==> config.mk <==
export PLATFORM = sky130hd
export DESIGN_NAME = etsl_front
export DESIGN_NICKNAME = d
export VERILOG_FILES = /design/src/rtl/assert_macros.svh /design/src/rtl/etsl_pkg.sv /design/src/rtl/etsl_front.sv
export SDC_FILE = /design/constraint.sdc
export NUM_CORES = 2
export LEC_CHECK = 0
export ABC_AREA = 1
export BUFFER_PORTS_ARGS = -buffer_cell sky130_fd_sc_hd__buf_2
export CORE_MARGIN = 1.5
export CORE_UTILIZATION = 65
export CTS_CLUSTER_SIZE = 30
export DETAILED_ROUTE_END_ITERATION = 7
export PLACE_DENSITY = 0.82
export SYNTH_ARGS = -nofsm -noshare
export SYNTH_HDL_FRONTEND = slang
export SYNTH_SLANG_ARGS = --single-unit
==> constraint.sdc <==
create_clock -name clk -period 13.5 [get_ports clk]
set_input_delay 3.375 -clock clk [delete_from_list [all_inputs] [get_ports clk]]
set_output_delay 3.375 -clock clk [all_outputs]
set_load 0.01 [all_outputs]
==> src/rtl/assert_macros.svh <==
// Assertion macros shared by the limiter RTL.
// Expects a clock named clk and an active-high reset named rst in scope.
`ifndef ASSERT_MACROS_SVH
`define ASSERT_MACROS_SVH

// Checked on every clock edge outside of reset
`define ETSL_ASSERT(lbl, prop) \
  lbl: assert property (@(posedge clk) disable iff (rst) prop) \
    else $error("etsl assertion failed");

// Checked on every clock edge, reset included
`define ETSL_ASSERT_ALWAYS(lbl, prop) \
  lbl: assert property (@(posedge clk) prop) \
    else $error("etsl assertion failed, reset included");

`endif

==> src/rtl/etsl_pkg.sv <==
// Shared types and constants for the energy trip signal limiter.
// No dependencies; imported by every module of the block.
package etsl_pkg;

  localparam int DATA_W       = 32;
  localparam int Q_FRAC       = 16;
  localparam int ETSL_Q_DEPTH = 4;
  localparam int CFG_IDX_W    = 2;

  // Configuration register indexes
  localparam logic [CFG_IDX_W-1:0] CFG_IMPEDANCE = 2'd0;
  localparam logic [CFG_IDX_W-1:0] CFG_THRESHOLD = 2'd1;
  localparam logic [CFG_IDX_W-1:0] CFG_HEAT_CAP  = 2'd2;

  // Request codes
  localparam logic REQ_INGEST = 1'b0;
  localparam logic REQ_HALT   = 1'b1;

  // Register reset values (Q16.16)
  localparam logic signed [DATA_W-1:0] IMPEDANCE_RST = 32'sd65536;
  localparam logic signed [DATA_W-1:0] THRESHOLD_RST = 32'sd0;
  localparam logic signed [DATA_W-1:0] HEAT_CAP_RST  = 32'sd262144;

  typedef struct packed {
    logic signed [DATA_W-1:0] impedance;
    logic signed [DATA_W-1:0] excess_threshold;
    logic signed [DATA_W-1:0] heat_cap;
  } cfg_t;

  // Classified item passed from front to back
  typedef struct packed {
    logic                     req_type;
    logic signed [DATA_W-1:0] raw_signal;
    logic signed [DATA_W-1:0] heat;
  } q_entry_t;

  typedef struct packed {
    logic signed [DATA_W-1:0] filtered_signal;
    logic                     accepted;
    logic                     attenuated;
    logic                     halted;
    logic [DATA_W-1:0]        sample_count;
    logic [DATA_W-1:0]        overload_count;
  } result_t;

endpackage

==> src/rtl/etsl_front.sv <==
// Front end: accepts input transfers and computes heat in two multiply stages.
// Depends on etsl_pkg; pushes into etsl_queue under a slot-count credit.
module etsl_front #(
  parameter int Q_DEPTH = etsl_pkg::ETSL_Q_DEPTH,
  parameter int CNT_W   = $clog2(Q_DEPTH + 1)
) (
  input  logic                             clk,
  input  logic                             rst,
  input  logic                             in_valid,
  output logic                             in_ready,
  input  logic                             in_req_type,
  input  logic signed [etsl_pkg::DATA_W-1:0] in_raw_signal,
  input  logic signed [etsl_pkg::DATA_W-1:0] in_weight,
  input  logic [CNT_W-1:0]                 q_count,
  output logic                             push,
  output etsl_pkg::q_entry_t               push_entry
);
  import etsl_pkg::*;

  logic                        s1_valid;
  logic                        s1_req;
  logic signed [DATA_W-1:0]    s1_sig;
  logic signed [DATA_W-1:0]    s1_weight;
  logic signed [DATA_W-1:0]    s1_power;
  logic signed [2*DATA_W-1:0]  power_full;
  logic signed [2*DATA_W-1:0]  heat_full;
  logic [CNT_W:0]              slots_used;
  logic                        in_fire;

  // Credit: items already queued plus the one in flight must leave a slot
  assign slots_used = {1'b0, q_count} + (CNT_W+1)'(s1_valid);
  assign in_ready   = slots_used < (CNT_W+1)'(Q_DEPTH);
  assign in_fire    = in_valid && in_ready;

  // Signal power, Q16.16 with wrap
  assign power_full = in_raw_signal * in_raw_signal;

  always_ff @(posedge clk) begin
    if (rst) begin
      s1_valid <= 1'b0;
    end else begin
      s1_valid <= in_fire;
    end
  end

  always_ff @(posedge clk) begin
    if (in_fire) begin
      s1_req    <= in_req_type;
      s1_sig    <= in_raw_signal;
      s1_weight <= in_weight;
      s1_power  <= power_full[Q_FRAC +: DATA_W];
    end
  end

  // Weighted heat, registered by the queue write
  assign heat_full = s1_power * s1_weight;

  assign push                  = s1_valid;
  assign push_entry.req_type   = s1_req;
  assign push_entry.raw_signal = s1_sig;
  assign push_entry.heat       = heat_full[Q_FRAC +: DATA_W];

endmodule

==> impl_metrics.ini <==
[yosys]
synth_nets = 9117
yosysWarnings = 0
syn-instance-count = 7105
synth-seq-area-share_pct = 4.91
synth_top_area_share_pct = 54.0
synth_commonest_cells = inv_1, nand2_1, fa_1
ys_ff_latch = 98
yosys_most_used_dff = edfxtp_1
synth-edff-count = 97
ys_types = 49
syn_area_per_cell_um2 = 8.40
synthTopCellsByArea = fa_1, inv_1, nand2_1, ha_1, edfxtp_1
synth.largest_area_cell = fa_1
synth_async_sr_flop_share_pct = 0
netlist_area_um2 = 59700
yosysMostFrequentCell = inv_1

[layout]
fin_cells = 8230
drive_gt1_share_pct = 3.50
utilization_pct = 68.0
layout.filler_cells = 7159
area_delta_synth_final_pct = 3.15
nNetsFinal = 9059

[critical_path]
critPathRequiredTime_ns = 10.12
ff2ff_path_depth = 6
arrival_ns = 8.69
cp_max_fo = 32
crit_path_end_kind = output pin
worstSetupEndpoint = push_entry[26]
r2r_start = push
startpoint_type = register
path_class = register to output pin
reg2reg_slack_ns = 10.56
cp-startpoint = s1_weight[2]
r2r_end = s1_weight[18]

[clocking]
htree_levels = 3
cts.reportedPaths.clkPinSlew_ns = 0.09
cts-resized-gates = 0
worstSkewPairLatency_ns = 0.42
cts_tree = done
cts-root-buf = clkbuf_16
cts_made_buffers = 9
cts_buffer_depth = 2
holdBufCountCts = 0
cts_setup_buffers = 0
cts_sinks = 98

[timing]
slew_headroom_pct = 21.3
fin_crit_ns = 12.06
rsz0062_at_grt = false
fmax_mhz = 82.9
fin_skew_ns = 0.0128
min_period_over_period_pct = 89.3
fin_ws_ns = 1.44
hold_violations = 0
fin_tns_setup_ns = 0
worstMarginPinSlew_ns = 1.18
slew_viol_final = 0
setup_viol = 0

[global_route]
grt_max_degree = 55
antenna_found_initial = 4
grt_pass1_vias = 50500
grt_pass1_wl_um = 263000
grt_usage_pct = 36.9
grt_overflow = 0

[die]
die-height_um = 306
core-area_um2 = 90600
io-pin-count = 138
die_w_um = 306
start_util_pct = 65.9
rows = 110
dieArea_um2 = 93600

[detailed_routing]
num_vias = 44800
via_per_inst = 5.44
drt-initial-drc-count = 3424
wirelength_um = 164000
drc_errors = 0
ant_nets = 0
first_pass_iters = 6
wire_per_inst_um = 19.9

[place]
dp_slack_ns = 2.10
place.gp.congestion = 1.01
hpwl_um = 135000
place_inst = 8212
io_buffers = 137

[status]
status = finished clean

[flow_run]
drv_cap = 0

[hold_path]
worst_hold_path_type = register to register
[layout by cell type (no fill, tap or decap), types with 8 or more instances in the layout]
cell	n
edfxtp_1	97
xnor2_1	41
nor3_1	16
a21oi_1	121
clkbuf_16	9
or2_2	13
a21o_1	12
buf_4	66
inv_1	2412
ha_1	330
xor2_1	72
fa_1	1611
nand2_1	1684
buf_2	137
nand4_1	8
o21ai_0	75
a31oi_1	13
nor2_1	163
o21ai_1	12
nand3_1	83
[state kept, by name (all words and copies together), names as in the netlist]
name	flops
s1_power	32
push	1
s1_sig	32
s1_weight	32
s1_req	1
[metrics by stage]
step	instance area (µm²)	hold WS (ns)
6_report	61600	0.702
5_1_grt	61600	0.764
4_1_cts	61600	0.702
3_5_place_dp	61300	0.688
3_3_place_gp	61300	0.651
2_1_floorplan	59700	0.668
[metal layers]
layer	vias up	GRT usage, %	wire length (µm)
met1	22600	41.8	55100
met2	2064	64.9	83600
met3	679	5.25	11900
met5	-	0	9
met4	2	25.0	13300
li1	19500	-	-
[worst min path at each step]
| stage | endpoint | cells after the start | from | slack (ns) |
|---|---|---|---|---|
| after floorplan | push | 4 | push | 0.67 |
| after global placement | push | 4 | push | 0.65 |
| after detailed placement | push | 4 | push | 0.69 |
| after CTS | push | 4 | push | 0.70 |
| after global routing | push | 4 | push | 0.76 |
| final | push | 4 | push | 0.70 |
[cell families after synthesis]
group                      synth area share [%]
and+or+nand+nor                            13.0
DFF                                        4.91
xor gates and xnor gates                   1.66
buffers and inverters                      17.0
AOI/OAI and AO/OA                          2.55
adders and majority gates                  61.0
[area by class of cell]
class | count | area, µm² | share of cell area (%)
antenna | 2 | 5.00 | 0.00813
clock buffer | 11 | 233 | 0.378
clock inverter | 5 | 37.5 | 0.0610
inverter | 2417 | 9070 | 14.7
multi-input combinational | 4318 | 46600 | 75.7
sequential | 98 | 2930 | 4.76
tap | 1176 | 1470 | 2.39
timing repair buffer | 203 | 1180 | 1.92
[worst max-delay path, cell delays in order, from the launching register on]
cell and delay, ns:
edfxtp_1 1.11, nand2_1 0.25, fa_1 0.52, fa_1 0.52
inv_1 0.05, fa_1 0.51, inv_1 0.08, fa_1 0.56
inv_1 0.06, fa_1 0.50, fa_1 0.52, fa_1 0.50
inv_1 0.07, fa_1 0.59, inv_1 0.07, ha_1 0.38
a21oi_1 0.17, inv_1 0.07, a31oi_1 0.39, o21ai_0 0.20
a211oi_1 0.42, o21ai_1 0.21, xor2_1 0.30, buf_2 0.19
Power is left out: the tool's default activity adds up to more than one toggle a clock period on the data nets, which glitch-free logic cannot reach.
