### src/rtl/assert_macros.svh
// Assertion macros shared by the limiter RTL.
// Expects a clock named clk and an active-high reset named rst in scope.
`ifndef ASSERT_MACROS_SVH
`define ASSERT_MACROS_SVH

// Checked on every clock edge outside of reset
`define ETSL_ASSERT(lbl, prop) \
  lbl: assert property (@(posedge clk) disable iff (rst) prop) \
    else $error("etsl assertion failed");

// Checked on every clock edge, reset included
`define ETSL_ASSERT_ALWAYS(lbl, prop) \
  lbl: assert property (@(posedge clk) prop) \
    else $error("etsl assertion failed, reset included");

`endif

### src/rtl/etsl_pkg.sv
// Shared types and constants for the energy trip signal limiter.
// No dependencies; imported by every module of the block.
package etsl_pkg;

  localparam int DATA_W       = 32;
  localparam int Q_FRAC       = 16;
  localparam int ETSL_Q_DEPTH = 4;
  localparam int CFG_IDX_W    = 2;

  // Configuration register indexes
  localparam logic [CFG_IDX_W-1:0] CFG_IMPEDANCE = 2'd0;
  localparam logic [CFG_IDX_W-1:0] CFG_THRESHOLD = 2'd1;
  localparam logic [CFG_IDX_W-1:0] CFG_HEAT_CAP  = 2'd2;

  // Request codes
  localparam logic REQ_INGEST = 1'b0;
  localparam logic REQ_HALT   = 1'b1;

  // Register reset values (Q16.16)
  localparam logic signed [DATA_W-1:0] IMPEDANCE_RST = 32'sd65536;
  localparam logic signed [DATA_W-1:0] THRESHOLD_RST = 32'sd0;
  localparam logic signed [DATA_W-1:0] HEAT_CAP_RST  = 32'sd262144;

  typedef struct packed {
    logic signed [DATA_W-1:0] impedance;
    logic signed [DATA_W-1:0] excess_threshold;
    logic signed [DATA_W-1:0] heat_cap;
  } cfg_t;

  // Classified item passed from front to back
  typedef struct packed {
    logic                     req_type;
    logic signed [DATA_W-1:0] raw_signal;
    logic signed [DATA_W-1:0] heat;
  } q_entry_t;

  typedef struct packed {
    logic signed [DATA_W-1:0] filtered_signal;
    logic                     accepted;
    logic                     attenuated;
    logic                     halted;
    logic [DATA_W-1:0]        sample_count;
    logic [DATA_W-1:0]        overload_count;
  } result_t;

endpackage

### src/rtl/etsl_queue.sv
// Small FIFO between the front end and the back end.
// Depends on etsl_pkg for the entry type; Q_DEPTH of 2 or more.
module etsl_queue #(
  parameter int Q_DEPTH = etsl_pkg::ETSL_Q_DEPTH,
  parameter int CNT_W   = $clog2(Q_DEPTH + 1)
) (
  input  logic                clk,
  input  logic                rst,
  input  logic                push,
  input  etsl_pkg::q_entry_t  push_entry,
  input  logic                pop,
  output logic                head_valid,
  output etsl_pkg::q_entry_t  head_entry,
  output logic [CNT_W-1:0]    count
);
  import etsl_pkg::*;

  localparam int PTR_W = $clog2(Q_DEPTH);

  q_entry_t          entries [Q_DEPTH];
  logic [PTR_W-1:0]  wr_ptr;
  logic [PTR_W-1:0]  rd_ptr;

  assign head_valid = count != '0;
  assign head_entry = entries[rd_ptr];

  // Entry storage
  always_ff @(posedge clk) begin
    if (push) begin
      entries[wr_ptr] <= push_entry;
    end
  end

  // Pointers and fill count
  always_ff @(posedge clk) begin
    if (rst) begin
      wr_ptr <= '0;
      rd_ptr <= '0;
      count  <= '0;
    end else begin
      if (push) begin
        wr_ptr <= (wr_ptr == PTR_W'(Q_DEPTH - 1)) ? '0 : wr_ptr + 1'b1;
      end
      if (pop) begin
        rd_ptr <= (rd_ptr == PTR_W'(Q_DEPTH - 1)) ? '0 : rd_ptr + 1'b1;
      end
      if (push && !pop) begin
        count <= count + 1'b1;
      end else if (pop && !push) begin
        count <= count - 1'b1;
      end
    end
  end

endmodule

### config.mk
export PLATFORM = sky130hd
export DESIGN_NAME = etsl_queue
export DESIGN_NICKNAME = d
export VERILOG_FILES = /design/src/rtl/assert_macros.svh /design/src/rtl/etsl_pkg.sv /design/src/rtl/etsl_queue.sv
export SDC_FILE = /design/constraint.sdc
export NUM_CORES = 1
export LEC_CHECK = 0
export BUFFER_PORTS_ARGS = -buffer_cell sky130_fd_sc_hd__buf_2
export CORE_AREA = 5 5 134 136
export DETAILED_ROUTE_END_ITERATION = 10
export DIE_AREA = 0 0 139 141
export HOLD_SLACK_MARGIN = 0.03
export MAX_ROUTING_LAYER = met4
export PLACE_DENSITY = 0.83
export SYNTH_ARGS = -nofsm -noshare
export SYNTH_HDL_FRONTEND = slang
export SYNTH_SLANG_ARGS = --single-unit
### constraint.sdc
create_clock -name clk -period 6.8 [get_ports clk]
set_input_delay 1.36 -clock clk [delete_from_list [all_inputs] [get_ports clk]]
set_output_delay 1.36 -clock clk [all_outputs]
set_load 0.005 [all_outputs]
==> flow_summary.ini <==
[sta]
clock_skew_ns = 0.00608
rsz0062_at_grt = false
timing.final.crit_share_pct = 59.6
setup_viol = 0
slew-limit-headroom_pct = 33.2
min_period_ns = 4.05
max_freq_ghz = 0.247
hold_viol_final = 0
fin_setup_tns_ns = 0
maxSlewViolCount = 0
worst_pin_slew_ns = 1.00

[critical_path]
slowest_stage = dfxtp_4
max_stage_delay_ns = 0.88
reg2reg_to = entries[3][17]
path_buf_inv = 2
endpoint_kind = output port
path_cells = buf_4 -> mux4_2 -> buf_2
path_delay_family = flip-flops
start_kind = register
reg2reg_depth = 2
timing.rr.start = wr_ptr[0]
critPathArrivalTime_ns = 2.69
reg2reg_slack_ns = 4.95
crit_fanout = 41
critPathKind = reg -> out
cp.required_ns = 5.44

[cts]
clk_pin_slew_ns = 0.06
clk_root_buffer_cell = clkbuf_16
clock_path_buffers = 3
insertion_delay_ns = 0.51
cts_resized = 0
cts.sinks = 269
post_cts_buffers = 0
htreeDepth = 1
cts-buffers-inserted = 26
hold_buffers = 0
cts_tree = done

[logic_synthesis]
ys_seq_area_share_pct = 81.0
ys_ff_latch = 269
syn_nets = 459
yosys_warnings = 0
synth.distinct_cells = 19
netlist_area_mm2 = 0.00986
synth_area_per_cell_um2 = 25.7
synthCells = 383

[hold_path]
hold_end = count[2]
whs_path_depth = 2
min-delay-start = count[2]
hp-class = reg -> reg

[power]
p_sw_share_pct = 20.4
internal-power_uw = 2820
powerDensity_mw_per_mm2 = 307
power.leakage_uw = 0.00392
ir_drop_mv = 0.265
sequentialPowerShare_pct = 54.6
p_comb_share_pct = 7.0
power_switching_uw = 722
p_total_uw = 3540
p_clk_share_pct = 38.4

[floorplan]
initial_core_util_pct = 58.6
core_region_area_mm2 = 0.0168
rows = 48
dieArea_mm2 = 0.0196
ioPinCount = 138
die_h_um = 141
die_width_um = 139

[place]
gp_congestion = 0.773
place_area_mm2 = 0.0107
dpl.cell_count = 732
port_buffers = 137
dp.final_hpwl_mm = 10.4

[global_route]
grt_pass1_wl_mm = 27.4
grt_start_max_net_pins = 66
antenna_found_initial = 2
grt_use_total_pct = 18.7
first_global_vias = 4903
grt_overflow_total = 0

[final_layout]
final_area_mm2 = 0.0115
nNetsFinal = 611
final_common_cell = edfxtp_1
drive_gt1_share_pct = 44.8
final-instance-count-excl-fill = 781
final_cell_mix = edfxtp_1, buf_2, mux4_2, clkbuf_16, clkinv_2
area_growth_pct = 16.9

[routing]
drt_iter0_markers = 257
drc = 0
viasPerCell = 5.71
ant_nets = 0
wire_per_inst_um = 22.5
vias = 4460
firstDrtPassIters = 4
routed_wl_mm = 17.6

[run_status]
outcome = complete, no violations

[job]
maxCapViolations = 0
==> registers in the layout, summed over array words and instances, names as in the netlist, named ones only <==
register / count
entries: 260
rd_ptr: 2
wr_ptr: 2
count: 3
==> cell usage after synthesis <==
| library cell | number | area, um2 |
|---|---|---|
| xor2_1 | 2 | 17.5 |
| mux4_2 | 65 | 1460 |
| nor2_1 | 6 | 22.5 |
| fa_1 | 1 | 20.0 |
| dfxtp_1 | 9 | 180 |
| buf_12 | 5 | 100 |
| nor3b_1 | 2 | 15.0 |
| or3_1 | 2 | 12.5 |
| buf_4 | 1 | 7.51 |
| a21oi_1 | 3 | 15.0 |
| buf_2 | 6 | 30.0 |
| clkbuf_1 | 1 | 3.75 |
| mux2i_1 | 3 | 30.0 |
| ha_1 | 6 | 75.1 |
| buf_6 | 1 | 11.3 |
| inv_1 | 5 | 18.8 |
| edfxtp_1 | 260 | 7810 |
| o21ai_0 | 1 | 5.00 |
| and2_1 | 4 | 25.0 |
==> area by class of cell <==
class | instances | area (um2)
multi-input cells | 95 | 1710
repair buffers | 138 | 693
flip-flops and latches | 269 | 8000
fillers | 1060 | 5290
clock buffers | 30 | 687
well taps | 225 | 282
inverters | 5 | 18.8
clock inverters | 17 | 131
diodes | 2 | 5.00
==> worst max path at each step <==
stage	cells after the start	slack (ns)	endpoint	startpoint
final	3	2.75	head_entry[0]	register
after global routing	3	2.45	head_entry[60]	register
after CTS	3	2.62	head_entry[16]	register
after detailed placement	3	3.16	head_entry[16]	register
after global placement	3	3.23	head_entry[36]	register
after floorplan	1	3.48	entries[0][0]	push
==> power groups by stage <==
stage	clock, uW	combinational, uW	sequential [uW]
floorplan	0	160	1940
global placement	0	242	1960
detailed placement	0	253	1970
CTS	1390	255	1930
global route	1460	272	1940
finish	1360	249	1930
==> routing by layer <==
metal | GRT usage, % | routed length (um) | up-vias
met5 | - | 0 | -
met4 | 3.86 | 259 | 0
met3 | 4.00 | 1270 | 22
met2 | 30.5 | 8920 | 179
met1 | 25.0 | 7130 | 2324
li1 | - | - | 1935
==> metrics by stage <==
step	hold slack (ns)	util [%]	setup slack, ns
floorplan	0.477	-	3.48
global placement	0.474	63.6	3.23
detailed placement	0.515	63.6	3.16
CTS	0.523	68.5	2.62
global route	0.539	68.5	2.45
finish	0.519	68.5	2.75
==> cell families (layout without fill, tap and decap cells) <==
logic type | after synthesis | count (layout) | share of synthesized area (%)
AO/OA/AOI/OAI | 4 | 4 | 0.203
adder cells (fa/ha/maj) | 7 | 7 | 0.964
XOR/XNOR | 2 | 2 | 0.178
buffers and inverters | 19 | 190 | 1.74
multiplexers | 68 | 68 | 15.2
other | 0 | 2 | 0
AND/OR/NAND/NOR | 14 | 14 | 0.761
flip-flops | 269 | 269 | 81.0
==> worst min-delay path: stages, from the launching register on <==
cell and delay, ns:
dfxtp_1 0.33, o21ai_0 0.07, a21oi_1 0.07
No activity file was read; power rests on OpenSTA's default activity.
