## config.mk

```make
export PLATFORM = sky130hd
export DESIGN_NAME = etsl_back
export DESIGN_NICKNAME = d
export VERILOG_FILES = /design/src/rtl/assert_macros.svh /design/src/rtl/etsl_pkg.sv /design/src/rtl/etsl_back.sv
export SDC_FILE = /design/constraint.sdc
export NUM_CORES = 1
export LEC_CHECK = 0
export BUFFER_PORTS_ARGS = -buffer_cell sky130_fd_sc_hd__buf_2
export CORE_MARGIN = 2
export CORE_UTILIZATION = 61
export DETAILED_ROUTE_END_ITERATION = 7
export PLACE_DENSITY = 0.87
export SLEW_MARGIN = 40
export SYNTH_ARGS = -nofsm -noshare
export SYNTH_HDL_FRONTEND = slang
export SYNTH_SLANG_ARGS = --single-unit
```

## constraint.sdc

```tcl
create_clock -name clk -period 16.12 [get_ports clk]
set_clock_uncertainty 0.05 [all_clocks]
set_input_delay 0.806 -clock clk [delete_from_list [all_inputs] [get_ports clk]]
set_output_delay 0.806 -clock clk [all_outputs]
set_load 0.05 [all_outputs]
```

## src/rtl/assert_macros.svh

```systemverilog
// Assertion macros shared by the limiter RTL.
// Expects a clock named clk and an active-high reset named rst in scope.
`ifndef ASSERT_MACROS_SVH
`define ASSERT_MACROS_SVH

// Checked on every clock edge outside of reset
`define ETSL_ASSERT(lbl, prop) \
  lbl: assert property (@(posedge clk) disable iff (rst) prop) \
    else $error("etsl assertion failed");

// Checked on every clock edge, reset included
`define ETSL_ASSERT_ALWAYS(lbl, prop) \
  lbl: assert property (@(posedge clk) prop) \
    else $error("etsl assertion failed, reset included");

`endif

```

## src/rtl/etsl_pkg.sv

```systemverilog
// Shared types and constants for the energy trip signal limiter.
// No dependencies; imported by every module of the block.
package etsl_pkg;

  localparam int DATA_W       = 32;
  localparam int Q_FRAC       = 16;
  localparam int ETSL_Q_DEPTH = 4;
  localparam int CFG_IDX_W    = 2;

  // Configuration register indexes
  localparam logic [CFG_IDX_W-1:0] CFG_IMPEDANCE = 2'd0;
  localparam logic [CFG_IDX_W-1:0] CFG_THRESHOLD = 2'd1;
  localparam logic [CFG_IDX_W-1:0] CFG_HEAT_CAP  = 2'd2;

  // Request codes
  localparam logic REQ_INGEST = 1'b0;
  localparam logic REQ_HALT   = 1'b1;

  // Register reset values (Q16.16)
  localparam logic signed [DATA_W-1:0] IMPEDANCE_RST = 32'sd65536;
  localparam logic signed [DATA_W-1:0] THRESHOLD_RST = 32'sd0;
  localparam logic signed [DATA_W-1:0] HEAT_CAP_RST  = 32'sd262144;

  typedef struct packed {
    logic signed [DATA_W-1:0] impedance;
    logic signed [DATA_W-1:0] excess_threshold;
    logic signed [DATA_W-1:0] heat_cap;
  } cfg_t;

  // Classified item passed from front to back
  typedef struct packed {
    logic                     req_type;
    logic signed [DATA_W-1:0] raw_signal;
    logic signed [DATA_W-1:0] heat;
  } q_entry_t;

  typedef struct packed {
    logic signed [DATA_W-1:0] filtered_signal;
    logic                     accepted;
    logic                     attenuated;
    logic                     halted;
    logic [DATA_W-1:0]        sample_count;
    logic [DATA_W-1:0]        overload_count;
  } result_t;

endpackage

```

## src/rtl/etsl_back.sv

```systemverilog
// Back end: accumulate, trip and halt decision, counters and output register.
// Depends on etsl_pkg; pops etsl_queue when the output register is free.
module etsl_back (
  input  logic                clk,
  input  logic                rst,
  input  etsl_pkg::cfg_t      cfg,
  input  logic                head_valid,
  input  etsl_pkg::q_entry_t  head_entry,
  output logic                pop,
  output logic                out_valid,
  input  logic                out_ready,
  output etsl_pkg::result_t   out_result
);
  import etsl_pkg::*;

  logic signed [DATA_W-1:0] heat_acc;
  logic                     halt_flag;
  logic [DATA_W-1:0]        ingest_cnt;
  logic [DATA_W-1:0]        overload_cnt;

  logic signed [DATA_W-1:0] heat_acc_next;
  logic                     halt_flag_next;
  logic [DATA_W-1:0]        ingest_cnt_next;
  logic [DATA_W-1:0]        overload_cnt_next;
  logic signed [DATA_W-1:0] excess;
  logic signed [DATA_W-1:0] acc_sum;
  result_t                  result_next;

  assign pop     = head_valid && (!out_valid || out_ready);
  assign excess  = head_entry.heat - cfg.impedance;
  assign acc_sum = heat_acc + head_entry.heat;

  // Per-item decision
  always_comb begin
    heat_acc_next     = heat_acc;
    halt_flag_next    = halt_flag;
    ingest_cnt_next   = ingest_cnt;
    overload_cnt_next = overload_cnt;
    result_next       = '0;
    if (head_entry.req_type == REQ_HALT) begin
      halt_flag_next = 1'b1;
      heat_acc_next  = '0;
    end else if (!halt_flag) begin
      ingest_cnt_next = ingest_cnt + 1'b1;
      if (excess > cfg.excess_threshold) begin
        overload_cnt_next = overload_cnt + 1'b1;
        if (acc_sum >= cfg.heat_cap) begin
          // trip into sticky halt
          halt_flag_next = 1'b1;
          heat_acc_next  = '0;
        end else begin
          heat_acc_next              = acc_sum;
          result_next.filtered_signal = head_entry.raw_signal >>> 1;
          result_next.accepted        = 1'b1;
          result_next.attenuated      = 1'b1;
        end
      end else begin
        heat_acc_next               = '0;
        result_next.filtered_signal = head_entry.raw_signal;
        result_next.accepted        = 1'b1;
      end
    end
    result_next.halted         = halt_flag_next;
    result_next.sample_count   = ingest_cnt_next;
    result_next.overload_count = overload_cnt_next;
  end

  // State and output register
  always_ff @(posedge clk) begin
    if (rst) begin
      heat_acc     <= '0;
      halt_flag    <= 1'b0;
      ingest_cnt   <= '0;
      overload_cnt <= '0;
      out_valid    <= 1'b0;
    end else begin
      if (pop) begin
        heat_acc     <= heat_acc_next;
        halt_flag    <= halt_flag_next;
        ingest_cnt   <= ingest_cnt_next;
        overload_cnt <= overload_cnt_next;
        out_valid    <= 1'b1;
      end else if (out_ready) begin
        out_valid    <= 1'b0;
      end
    end
  end

  always_ff @(posedge clk) begin
    if (pop) begin
      out_result <= result_next;
    end
  end

endmodule
```

==> metrics <==
WS Path Type input port to register; nets 1985; cts bufs inserted 17; Bufs on Longest Clock Path 2; CP endpoint kind register; final setup fails 0; Most common cell on crit path ha_1; Post-Synth XOR/XNOR Area 11.3%; EDFF count, synth 99; all-layer global routing usage 31.2%; worst-path cell chain buf_2 > ha_1 > a211oi_1 > o211ai_1 > and4_1 > or2_2 > a311o_1 > a21oi_1 > xnor2_1 > ha_1 > nand4_1 > nor3_1 > a21boi_0 > or4b_2 > a2111oi_2 > mux2i_1 > and2_1 > buf_4 > a22oi_1 > nor2_1; Synth Area in Compound Gates 15.1%; Final Hold Fails 0; Worst Path Required 16450 ps; first-pass GRT wire length 55900 um; CTS root buffer clkbuf_16; Hold Path Class register to register; Die Ht 150 um; Async S/R FF share, synth 0%; Buf/Inv on CP 2; Placement Setup Slack 9550 ps; First-pass DRT Iterations 8; Crit path largest cell delay 700 ps; initial antenna violation count 3; Post-CTS Setup Inserts 0; Clock Sinks 197; maxcap violations 0; Mapped Area 13100 sq um; fmax 160 MHz; Core Area 21000 sq um; final RePlAce weighted congestion 0.984; worst-path fanout max 24; critical path arrival 6560 ps; yosys synthesis warning count 0; post-layout minimum cycle time 6240 ps; Slew Viols, Final 0; First DRT Iteration DRCs 1054; Netlist cell types 64; post-DP HPWL 26500 um; sequential fraction of the synthesis area 37.8%; VDD IR-drop max 0.0656 mV; Worst-Margin Slew 745 ps; Die ar. 22600 sq um; largest family of logic cells by synthesized area simple AND/OR/NAND/NOR gates; Most used DFF post-synth edfxtp_1; WL final 35700 um; syn avg cell area 9.04 sq um; Area Overhead vs Synth 17.0%; row count 53; outcome completed; Post-Synth Adder-Cell Area 12.6%; Mapped Cells 1445; Mapped Nets 1740; Post-Synth Simple-Gate Area 17.6%; RSZ-0062 raised after global routing no; H-tree levels 4; Buffers on Ports 265; slowest library cell on the worst path or4b_2; clock-pin slew on the worst setup and hold paths 80 ps; pwr/cell area 92.1 nW/um^2; largest net degree at the start of global routing 68; Starting Density 62.2%; number of global-route vias before repair 11493; hold_ws 448 ps; setup TNS 0 ps; met3 wire length 3190 um; CTS tree built; vias per cell 6.02; Yosys reg bits 197; P_leak 6.90 nW; delay-heaviest family, CP simple AND/OR/NAND/NOR gates; crit start category input port; vias after detailed routing 11927; clk_lat worst skew 450 ps; DRT antenna net count 0; DRC 0; io pins 266; uppermost layer routed met4; setup ws final 9880 ps; fin crit share 38.7%; Routed met2 length 16900 um; DR WL/cell 18.0 um; Die W 150 um; DRT met1 WL 14200 um; headroom to the max-slew limit 50.3%; CTS-repair resized insts 0; multiplexer share of the synthesized area 0.843%; final core occ 72.7%; hold_buf cts 0; GR Overflow Total 0; layout cells sized above 1 19.4%
-- flip-flops by register name (all words and copies together), names as in the netlist --
name	flops
heat_acc	32
halt_flag	1
out_valid	1
out_result	99
ingest_cnt	32
overload_cnt	32
-- report_power, final --
part	switching (W)	internal (W)	total (W)
Combinational	0.000261	0.000136	0.000397
Clock	0.000232	0.000217	0.000449
Sequential	0.00000898	0.000554	0.000563
Total	0.000501	0.000907	0.00141
-- path summary, 6_finish.rpt --
path	start	end	slack, ps	depth (start not counted)
min reg2reg	heat_acc[30]$_SDFFE_PP0P_	heat_acc[30]$_SDFFE_PP0P_	450	2
max	head_entry[1]	heat_acc[18]$_SDFFE_PP0P_	9880	20
min	heat_acc[30]$_SDFFE_PP0P_	heat_acc[30]$_SDFFE_PP0P_	450	2
max reg2reg	heat_acc[1]$_SDFFE_PP0P_	heat_acc[18]$_SDFFE_PP0P_	10060	19
-- placed cells by master, fill, tap and decap left out, types with 6 or more instances in the layout --
cell type and instances:
nor3_1 29, and4_1 7, a21o_1 22, clkbuf_16 17, mux2_2 8, a22oi_1 40
buf_4 7, dfxtp_1 98, xnor2_1 101, ha_1 128, o21ai_0 40, buf_2 264
inv_1 115, nor2_1 167, nor2b_1 18, o21a_1 13, a22o_1 18, a21oi_1 83
edfxtp_1 99, xor2_1 68, nand2_1 89, and3_1 26, o21bai_1 6, or3_1 7
nor4_1 16, a211oi_1 16, nand4_1 34, nand3_1 59, and2_1 11, o211ai_1 10
-- area by class of cell --
cell class	instances	area, sq um
multi-input cells	1085	7520
flip-flops and latches	197	4930
clock buffers	17	425
well taps	275	344
repair buffers	273	1410
clock inverters	15	205
inverters	116	438
diodes	4	10.0
fillers	1524	5730
-- through the flow --
step / power (W) / instance area [sq um] / std cells
CTS: 0.00141 / 15300 / 1978
finish: 0.00141 / 15300 / 1982
global placement: 0.000948 / 14600 / 1945
floorplan: 0.000857 / 13100 / 1445
global route: 0.00147 / 15300 / 1981
detailed placement: 0.000962 / 14600 / 1946
-- logic make-up (layout without fill, tap and decap cells) --
| family | count (synthesis) | in the layout |
|---|---|---|
| flip-flops | 197 | 197 |
| AND/OR/NAND/NOR | 481 | 481 |
| multiplexers | 10 | 10 |
| other | 0 | 4 |
| AO/OA/AOI/OAI | 295 | 295 |
| XOR/XNOR | 169 | 169 |
| buffers and inverters | 163 | 421 |
| adder cells (fa/ha/maj) | 130 | 130 |
-- Yosys cell counts, drive strengths merged (31+ instances only) --
cell | n | area (sq um)
edfxtp | 99 | 2970
nand2 | 89 | 334
ha | 128 | 1600
xor2 | 68 | 596
nor3 | 31 | 165
nor2 | 168 | 631
inv | 116 | 435
nand4 | 34 | 213
a22oi | 40 | 300
xnor2 | 101 | 885
nand3 | 59 | 295
clkbuf | 37 | 139
dfxtp | 98 | 1960
a21oi | 83 | 415
o21ai | 42 | 210
-- metal layers --
metal  GRT usage, %  vias up
met4           15.0        0
met1           38.9     5510
met2           52.6      657
met5              0        -
met3           5.21       97
li1               -     5663
-- tightest hold or removal path, cell delays in order, from the launching register on --
cell and delay, ps:
dfxtp_1 320, nand3_1 60, nand3_1 70
No activity file was read; power rests on OpenSTA's default activity.
